File: config.mk
export PLATFORM = sky130hd
export DESIGN_NAME = aging_sorted_priority_queue_unit_flat
export DESIGN_NICKNAME = d
export VERILOG_FILES = /design/src/rtl/aspq_pkg.sv /design/src/rtl/aspq_if.sv /design/src/rtl/aspq_cell.sv /design/src/rtl/aging_sorted_priority_queue_unit.sv /design/src/flat_wrapper.sv
export SDC_FILE = /design/constraint.sdc
export NUM_CORES = 2
export LEC_CHECK = 0
export BUFFER_PORTS_ARGS = -buffer_cell sky130_fd_sc_hd__buf_2
export CORE_ASPECT_RATIO = 2
export CORE_UTILIZATION = 47
export DETAILED_ROUTE_END_ITERATION = 10
export GPL_ROUTABILITY_DRIVEN = 0
export GPL_TIMING_DRIVEN = 0
export PLACE_DENSITY_LB_ADDON = 0.08
export SKIP_LAST_GASP = 1
export SYNTH_ARGS = -nofsm -noshare
export SYNTH_HDL_FRONTEND = slang
export SYNTH_HIERARCHICAL = 1
export SYNTH_SLANG_ARGS = --single-unit
File: constraint.sdc
create_clock -name clk -period 8.1 [get_ports clk]
set_input_delay 0.81 -clock clk [delete_from_list [all_inputs] [get_ports clk]]
set_output_delay 0.81 -clock clk [all_outputs]
set_load 0.05 [all_outputs]
File: src/rtl/aspq_pkg.sv
// ----------------------------------------------------------------------------
// aspq_pkg: shared types for the aging sorted priority queue
// Request kinds, cell commands and the entry record held by each cell.
// ----------------------------------------------------------------------------
package aspq_pkg;

	localparam int TIME_W = 32;
	localparam int OCC_W  = 5;

	typedef logic [1:0]        kind_t;
	typedef logic [TIME_W-1:0] time_t;

	localparam kind_t KIND_ARRIVAL   = 2'd0;
	localparam kind_t KIND_DEPARTURE = 2'd1;
	localparam kind_t KIND_ELAPSE    = 2'd2;

	typedef enum logic [1:0] {
		OP_HOLD,
		OP_INSERT,
		OP_POP,
		OP_AGE
	} op_t;

	typedef struct packed {
		op_t   op;
		time_t arrival;
		time_t service;
		time_t elapsed;
	} cell_cmd_t;

	typedef struct packed {
		time_t arrival;
		time_t remaining;
	} entry_t;

endpackage

File: src/rtl/aspq_if.sv
// ----------------------------------------------------------------------------
// aspq_if: request and response channels
// Valid/ready channels; an item moves on a clock edge with both high.
// ----------------------------------------------------------------------------
interface aspq_req_if;
	logic                valid;
	logic                ready;
	aspq_pkg::kind_t     kind;
	aspq_pkg::time_t     job_arrival_time;
	aspq_pkg::time_t     job_service_time;
	aspq_pkg::time_t     elapsed_time;

	modport source (output valid, kind, job_arrival_time, job_service_time, elapsed_time,
		input ready);
	modport sink (input valid, kind, job_arrival_time, job_service_time, elapsed_time,
		output ready);
endinterface

interface aspq_rsp_if;
	logic                valid;
	logic                ready;
	aspq_pkg::time_t     departed_arrival;
	logic                was_empty;
	logic                dropped_full;
	logic [4:0]          occupancy;

	modport source (output valid, departed_arrival, was_empty, dropped_full, occupancy,
		input ready);
	modport sink (input valid, departed_arrival, was_empty, dropped_full, occupancy,
		output ready);
endinterface

File: src/rtl/aspq_cell.sv
// ----------------------------------------------------------------------------
// aspq_cell: one slot of the sorted chain
// Holds one job and, on each command, keeps it, takes the new job, takes the
// left or right neighbor's job, or ages its remaining time.
// ----------------------------------------------------------------------------
module aspq_cell (
	input  logic                clk,
	input  aspq_pkg::cell_cmd_t cmd,
	input  logic                occupied,
	input  logic                prev_le,
	input  aspq_pkg::entry_t    left,
	input  aspq_pkg::entry_t    right,
	output aspq_pkg::entry_t    entry,
	output logic                le
);
	import aspq_pkg::*;

	entry_t entry_q;

	assign entry = entry_q;
	// The job stays here when it sorts at or before the incoming one.
	assign le    = occupied && (entry_q.remaining <= cmd.service);

	always_ff @(posedge clk) begin
		case (cmd.op)
			OP_INSERT: begin
				if (!le) begin
					if (prev_le) begin
						entry_q.arrival   <= cmd.arrival;
						entry_q.remaining <= cmd.service;
					end else begin
						entry_q <= left;
					end
				end
			end
			OP_POP: entry_q <= right;
			OP_AGE: begin
				entry_q.remaining <= (entry_q.remaining > cmd.elapsed) ?
					(entry_q.remaining - cmd.elapsed) : '0;
			end
			default: ;
		endcase
	end

endmodule

File: src/rtl/aging_sorted_priority_queue_unit.sv
// ----------------------------------------------------------------------------
// aging_sorted_priority_queue_unit: shortest remaining time job queue
// Row of cells kept in ascending remaining time, with a count and a
// registered response stage.
// ----------------------------------------------------------------------------
// Takes one request per clock cycle while the sink keeps taking responses, and
// returns one response for each in the cycle after the request is taken. Every
// cell of the chain updates in the same cycle (insert with shift, pop with
// shift, or aging of all entries). A new request is taken in the same cycle
// that the sink takes a waiting response, and the input stalls for as long as
// the sink holds off a response. A new arrival
// goes behind all jobs with equal or shorter remaining time; arrivals into a
// full queue are dropped and flagged, departures from an empty queue return
// zero and flag empty, and aging saturates at zero. Occupancy is reported
// modulo 32.
module aging_sorted_priority_queue_unit #(
	parameter int QUEUE_DEPTH = 16
) (
	input  logic clk,
	input  logic arst_n,
	aspq_req_if.sink   req,
	aspq_rsp_if.source rsp
);
	import aspq_pkg::*;

	localparam int CW = $clog2(QUEUE_DEPTH + 1);
	localparam logic [CW-1:0] FULL_COUNT = CW'(QUEUE_DEPTH);

	logic [CW-1:0] count_q;
	logic [CW-1:0] count_next;
	logic          rsp_valid_q;
	time_t         departed_q;
	logic          empty_q;
	logic          dropped_q;
	logic [OCC_W-1:0] occ_q;

	logic          accept;
	logic          full;
	logic          none;
	logic          dropped;
	logic          empty;
	cell_cmd_t     cmd;
	entry_t        ent [QUEUE_DEPTH];
	logic          le  [QUEUE_DEPTH];
	logic [CW+OCC_W-1:0] occ_wide;

	assign req.ready = !rsp_valid_q || rsp.ready;
	assign accept    = req.valid && req.ready;
	assign full      = (count_q == FULL_COUNT);
	assign none      = (count_q == '0);
	assign dropped   = (req.kind == KIND_ARRIVAL) && full;
	assign empty     = (req.kind == KIND_DEPARTURE) && none;

	always_comb begin
		cmd.arrival = req.job_arrival_time;
		cmd.service = req.job_service_time;
		cmd.elapsed = req.elapsed_time;
		cmd.op      = OP_HOLD;
		count_next  = count_q;
		if (accept) begin
			if (req.kind == KIND_ARRIVAL && !full) begin
				cmd.op     = OP_INSERT;
				count_next = count_q + 1'b1;
			end else if (req.kind == KIND_DEPARTURE && !none) begin
				cmd.op     = OP_POP;
				count_next = count_q - 1'b1;
			end else if (req.kind == KIND_ELAPSE) begin
				cmd.op = OP_AGE;
			end
		end
	end

	for (genvar i = 0; i < QUEUE_DEPTH; i++) begin : g_cell
		aspq_cell u_cell (
			.clk      (clk),
			.cmd      (cmd),
			.occupied (count_q > CW'(i)),
			.prev_le  ((i == 0) ? 1'b1 : le[(i == 0) ? 0 : i-1]),
			.left     ((i == 0) ? entry_t'('0) : ent[(i == 0) ? 0 : i-1]),
			.right    ((i == QUEUE_DEPTH-1) ? entry_t'('0)
				: ent[(i == QUEUE_DEPTH-1) ? i : i+1]),
			.entry    (ent[i]),
			.le       (le[i])
		);
	end

	assign occ_wide = {{OCC_W{1'b0}}, count_next};

	always_ff @(posedge clk or negedge arst_n) begin
		if (!arst_n) begin
			count_q     <= '0;
			rsp_valid_q <= 1'b0;
		end else begin
			count_q <= count_next;
			if (accept) begin
				rsp_valid_q <= 1'b1;
			end else if (rsp.ready) begin
				rsp_valid_q <= 1'b0;
			end
		end
	end

	always_ff @(posedge clk) begin
		if (accept) begin
			departed_q <= (req.kind == KIND_DEPARTURE && !none) ? ent[0].arrival : '0;
			empty_q    <= empty;
			dropped_q  <= dropped;
			occ_q      <= occ_wide[OCC_W-1:0];
		end
	end

	assign rsp.valid            = rsp_valid_q;
	assign rsp.departed_arrival = departed_q;
	assign rsp.was_empty        = empty_q;
	assign rsp.dropped_full     = dropped_q;
	assign rsp.occupancy        = occ_q;

`ifndef ASSERT_OFF
	a_count_bound: assert property (@(posedge clk) disable iff (!arst_n)
		count_q <= FULL_COUNT)
		else $error("job count exceeds queue depth");

	a_drop_keeps: assert property (@(posedge clk) disable iff (!arst_n)
		accept && dropped |=> count_q == $past(count_q))
		else $error("dropped arrival changed the job count");

	a_pop_count: assert property (@(posedge clk) disable iff (!arst_n)
		accept && req.kind == KIND_DEPARTURE && !none |=> count_q == $past(count_q) - 1'b1)
		else $error("departure did not remove exactly one job");

	a_head_sorted: assert property (@(posedge clk) disable iff (!arst_n)
		count_q >= CW'(2) |-> ent[0].remaining <= ent[1].remaining)
		else $error("head of queue out of order");
`endif

endmodule
File: src/flat_wrapper.sv
// flat-port wrapper written by rule: the top's interface ports become plain ports
module aging_sorted_priority_queue_unit_flat import aspq_pkg::*;
#(
	parameter int QUEUE_DEPTH = 16
)
  (clk, arst_n, req_valid, req_kind, req_job_arrival_time, req_job_service_time, req_elapsed_time, req_ready, rsp_valid, rsp_departed_arrival, rsp_was_empty, rsp_dropped_full, rsp_occupancy, rsp_ready);
  aspq_req_if req_i ();
  aspq_rsp_if rsp_i ();
  input  logic clk;
  input  logic arst_n;
  input wire logic [$bits(req_i.valid)-1:0] req_valid;
  input wire logic [$bits(req_i.kind)-1:0] req_kind;
  input wire logic [$bits(req_i.job_arrival_time)-1:0] req_job_arrival_time;
  input wire logic [$bits(req_i.job_service_time)-1:0] req_job_service_time;
  input wire logic [$bits(req_i.elapsed_time)-1:0] req_elapsed_time;
  output wire logic [$bits(req_i.ready)-1:0] req_ready;
  output wire logic [$bits(rsp_i.valid)-1:0] rsp_valid;
  output wire logic [$bits(rsp_i.departed_arrival)-1:0] rsp_departed_arrival;
  output wire logic [$bits(rsp_i.was_empty)-1:0] rsp_was_empty;
  output wire logic [$bits(rsp_i.dropped_full)-1:0] rsp_dropped_full;
  output wire logic [$bits(rsp_i.occupancy)-1:0] rsp_occupancy;
  input wire logic [$bits(rsp_i.ready)-1:0] rsp_ready;
  assign req_i.valid = req_valid;
  assign req_i.kind = req_kind;
  assign req_i.job_arrival_time = req_job_arrival_time;
  assign req_i.job_service_time = req_job_service_time;
  assign req_i.elapsed_time = req_elapsed_time;
  assign req_ready = req_i.ready;
  assign rsp_valid = rsp_i.valid;
  assign rsp_departed_arrival = rsp_i.departed_arrival;
  assign rsp_was_empty = rsp_i.was_empty;
  assign rsp_dropped_full = rsp_i.dropped_full;
  assign rsp_occupancy = rsp_i.occupancy;
  assign rsp_i.ready = rsp_ready;
  aging_sorted_priority_queue_unit #(.QUEUE_DEPTH(QUEUE_DEPTH)) u_core (.clk(clk), .arst_n(arst_n), .req(req_i), .rsp(rsp_i));
endmodule
# Word level (Yosys, flattened, before mapping)
# Index checks and enable logic that the tools add are counted.
[totals] regBits=1069 inputBits=102 out_inout_bits=41 elab_cells=276
[classes] n_addsub=18 magnitude_cmp=48 eq_ne=22 mux=88 reduce_logical=62
[ops] op="$mux 64" n=31
[ops] op="$pmux 32 s3" n=16
[ops] op="$pmux 32 s2" n=16
[ops] op="$gt 32x32->1" n=16
[ops] op="$le 32x32->1" n=16
[ops] op="$mux 32" n=16
[ops] op="$sub 32x32->32" n=16
[ops] op="$reduce_and 2->1" n=32
[ops] op="$gt 5x4->1 const B" n=8
[ops] op="$ne 2x2->1 const B" n=16
[ops] op="$logic_and 1x1->1" n=21
[ops] op="$gt 5x3->1 const B" n=4
[ops] op="$mux 5" n=3
[ops] op="$gt 5x1->1 const B" n=2
[ops] op="$gt 5x2->1 const B" n=2
[ops] op="$mux 2" n=4
[ops] op="$eq 2x2->1 const B" n=3
[ops] op="$add 5x1->5 const B" n=1
[ops] op="$eq 5x5->1 const B" n=1
[ops] op="$logic_not 5->1" n=1
[ops] op="$sub 5x1->5 const B" n=1
[ops] op="$eq 2x1->1 const B" n=2
[ops] op="$reduce_bool 2->1" n=2
[ops] op="$logic_not 1->1" n=3
[ops] op="4 further kinds" n=5

# Depth between registers and ports, before layout
[depth] ltp_word=9 depth_mapped=15

# Hierarchy
# The synthesis kept the hierarchy.
[by_module_without_submodules] module="aspq_cell at u_core.g_cell[10].u_cell ..." instances=8 cells_each=649 area_each_um2=5967.0
[by_module_without_submodules] module="aspq_cell at u_core.g_cell[4].u_cell ..." instances=5 cells_each=649 area_each_um2=6108.4
[by_module_without_submodules] module="aspq_cell at u_core.g_cell[9].u_cell" instances=1 cells_each=661 area_each_um2=6188.4
[by_module_without_submodules] module="aspq_cell at u_core.g_cell[0].u_cell" instances=1 cells_each=640 area_each_um2=6062.1
[by_module_without_submodules] module="aspq_cell at u_core.g_cell[12].u_cell" instances=1 cells_each=647 area_each_um2=5972.0
[by_module_without_submodules] module="aging_sorted_priority_queue_unit" instances=1 cells_each=166 area_each_um2=2067.0

# Worst setup path after synthesis
# No wires, ideal clock.
[synth_timing] path_type="input-to-reg" from="input port rsp_ready" to="register u_core.g_cell[10].u_cell.entry_q, in the netlist u_core/g_cell[10].u_cell/entry[32], enable pin" setup_ps=428 t_arrival_ps=5749 t_required_ps=7672 path_slack_ps=1923 path_stages=5 path_cell_list="nand2b_1 > nand2_1 > a21oi_1 > o21ai_0 > o21bai_1"
[synth_rtl] item="start: declaration" line_no="flat_wrapper.sv:22" text="input wire logic [$bits(rsp_i.ready)-1:0] rsp_ready;"
[synth_rtl] item="end signal: assignment" line_no="aspq_cell.sv:32" text="entry_q <= left;"
[synth_rtl] item="end signal: assignment" line_no="aspq_cell.sv:36" text="OP_POP: entry_q <= right;"
[synth_rtl] item="end: declaration" line_no="aspq_cell.sv:18" text="entry_t entry_q;"

==> out/summary.txt <==
Failing checks = max-capacitance violations, max-slew violations
Core area = 208000 um^2
Slowest cell delay on critical path = 1.23 ns
First-pass GRT wire length = 631000 um
Sw Pwr = 11.2 mW
Sink Count = 1069
Pwr Total = 26.5 mW
Crit path capture type = register
Fmax = 136 MHz
Hold Fails Final Rpt = 0
Clock power frac = 0.210
Critical Path AT = 7.89 ns
# H-tree levels = 3
Fin Clk Skew = 0.0581 ns
Die area = 212000 um^2
Post-DP HPWL = 337000 um
DRC violations left = 0
Total I/O pin count = 143
Slew Limit Headroom = -0.0734
Resize count post-CTS = 0
Port Buffers = 142
Hold endpoint = u_core/rsp.valid
Antenna violations before repair = 24
Cts bufs inserted = 110
WP buf/inv = 4
Flop-to-flop setup slack = 1.25 ns
Gate power share = 0.476
Largest net degree at the start of global routing = 44
Vias in the first global route = 94500
Startpoint Class = primary input
Max Root-Sink Buffers = 3
Vias = 90600
Number of synthesis warnings = 6
Required time of the worst setup path = 8.64 ns
Hold Path Class = primary input to register
Chip width = 326 um
Setup tns final = 0 ns
Crit path kind = primary input to register
Slew @ Worst Pin = 1.61 ns
Worst path slowest cell = nor4_1
Setup violators final = 0
Power per cell area = 246 nW/um^2
Initial core utilization = 0.473
Syn Inst Count = 10600
FF/Latch Area = 32100 um^2
R2R depth = 10
Most used cell, CP = clkbuf_1
Max-slew violation count = 42
Share of power burned in registers = 0.314
Mapped Avg Cell Area = 9.34 um^2
Final period util = 0.906
CP Cell Sequence = buf_2 > inv_1 > ha_1 > nand4_1 > nor4_1 > o21ai_0 > a22oi_1 > nor2_1 > clkbuf_1 > clkbuf_1 > mux2i_1 > o221ai_1
Vias per cell = 6.56
Net Sw Frac = 0.422
Max-cap violation count = 7
P&R area growth vs syn = 9.30%
Static leakage = 47.0 nW
Max VDD drop = 0.000283 V
CTS tree = built
Placed cells = 13600
Routed Antenna Nets = 0
Cell depth of the worst min-delay path = 2
Mapped cell area = 98600 um^2
First drt pass iteration count = 8
Finished Layout Cells = 13800
CTS clk-pin slew, worst paths = 0.07 ns
RSZ-0062 raised after global routing = false
DR iter-0 viols = 9339
Clk_lat worst skew = 0.83 ns
GRT overflow = 0
Worst Path Max Fanout = 32
Chip Height = 650 um
Total length of routed wires = 430000 um
Post-route minimum period = 7.34 ns
Share of cells above drive strength 1 = 0.0691
Final Net Count = 12100
Internal = 15.3 mW
HP Start = req_valid
Cell row count = 237
R2R Path End = u_core/g_cell[2].u_cell/entry[24]
Origin of the critical flop-to-flop path = u_core/g_cell[1].u_cell/entry[27]
Drt wl/cell = 31.1 um
Clk root buf = clkbuf_16
Area occupied by multi-input gates = 61000 um^2
Top delay family on crit path = buffers and inverters
Fill cell count = 19500
Outcome = complete, but fails checks
Total Routing Usage GR = 0.405
placed cells by master, fill, tap and decap left out, types with 98 or more instances in the layout:
cell type / count
a21o_1: 506
a21oi_1: 499
buf_2: 171
clkbuf_1: 332
clkbuf_16: 110
conb_1: 130
edfxtp_1: 1063
ha_1: 1030
inv_1: 1116
mux2i_1: 1014
nand2_1: 1298
nand4_1: 183
nor2_1: 282
nor2b_1: 101
nor3_1: 98
o21a_1: 104
o21ai_0: 769
o221ai_1: 304
o221ai_2: 190
xnor2_1: 225
xor2_1: 228
state kept, by name (all words and copies together), names as in the netlist:
signal and cells:
u_core/rsp.occupancy 5, u_core/rsp.departed_arrival 32, u_core/g_cell.u_cell/entry 1024, u_core/rsp.valid 1
u_core/rsp.dropped_full 1, u_core/rsp.was_empty 1, u_core/count_q 5
stage by stage:
stage / hold WS (ns) / setup slack, ns / instance area (um^2) / utilization
6_report: 0.310 / 0.759 / 108000 / 0.517
5_1_grt: 0.289 / 1.24 / 108000 / 0.517
4_1_cts: 0.258 / 1.68 / 108000 / 0.516
3_5_place_dp: 0.510 / 0.837 / 104000 / 0.498
3_3_place_gp: 0.500 / -4.49 / 103000 / 0.495
2_1_floorplan: 0.496 / 1.92 / 99000 / -
cell type report:
cell class	count	share of cell area
inverters	1118	0.0390
multi-input cells	8031	0.566
repair buffers	170	0.0115
diodes	18	0.000418
clock inverters	70	0.00826
plain buffers	460	0.0188
clock buffers	131	0.0264
well taps	2748	0.0319
flip-flops and latches	1069	0.298
how the worst max path moves through the flow:
stage                                        start                                 end  cells after the start
after global routing      req_job_service_time[24]   u_core/g_cell[2].u_cell/entry[24]                     12
after detailed placement  req_job_service_time[24]   u_core/g_cell[1].u_cell/entry[27]                     12
after floorplan                          rsp_ready  u_core/g_cell[10].u_cell/entry[32]                      5
final                     req_job_service_time[24]   u_core/g_cell[2].u_cell/entry[24]                     12
after global placement                   rsp_ready    u_core/g_cell[0].u_cell/entry[8]                      6
after CTS                 req_job_service_time[24]    u_core/g_cell[1].u_cell/entry[4]                     12
power groups by stage:
stage          Combinational, mW  Clock, mW  Sequential, mW
2_1_floorplan               8.50          0            8.04
3_3_place_gp                11.7          0            8.42
3_5_place_dp                12.1          0            8.39
4_1_cts                     12.1       5.63            8.29
5_1_grt                     13.3       5.83            8.41
6_report                    12.6       5.58            8.33
layer usage:
metal	routed length (um)	track usage
met1	129000	0.367
met4	64200	0.480
met3	28400	0.0957
met5	112	0.00160
met2	208000	0.686
what timing repair did:
item | CTS | global route
setup buffers | 0 | 0
endpoints found under the hold margin | 6 | 0
hold buffers | 1 | 0
Note: power is estimated with default switching activity, not from simulation.
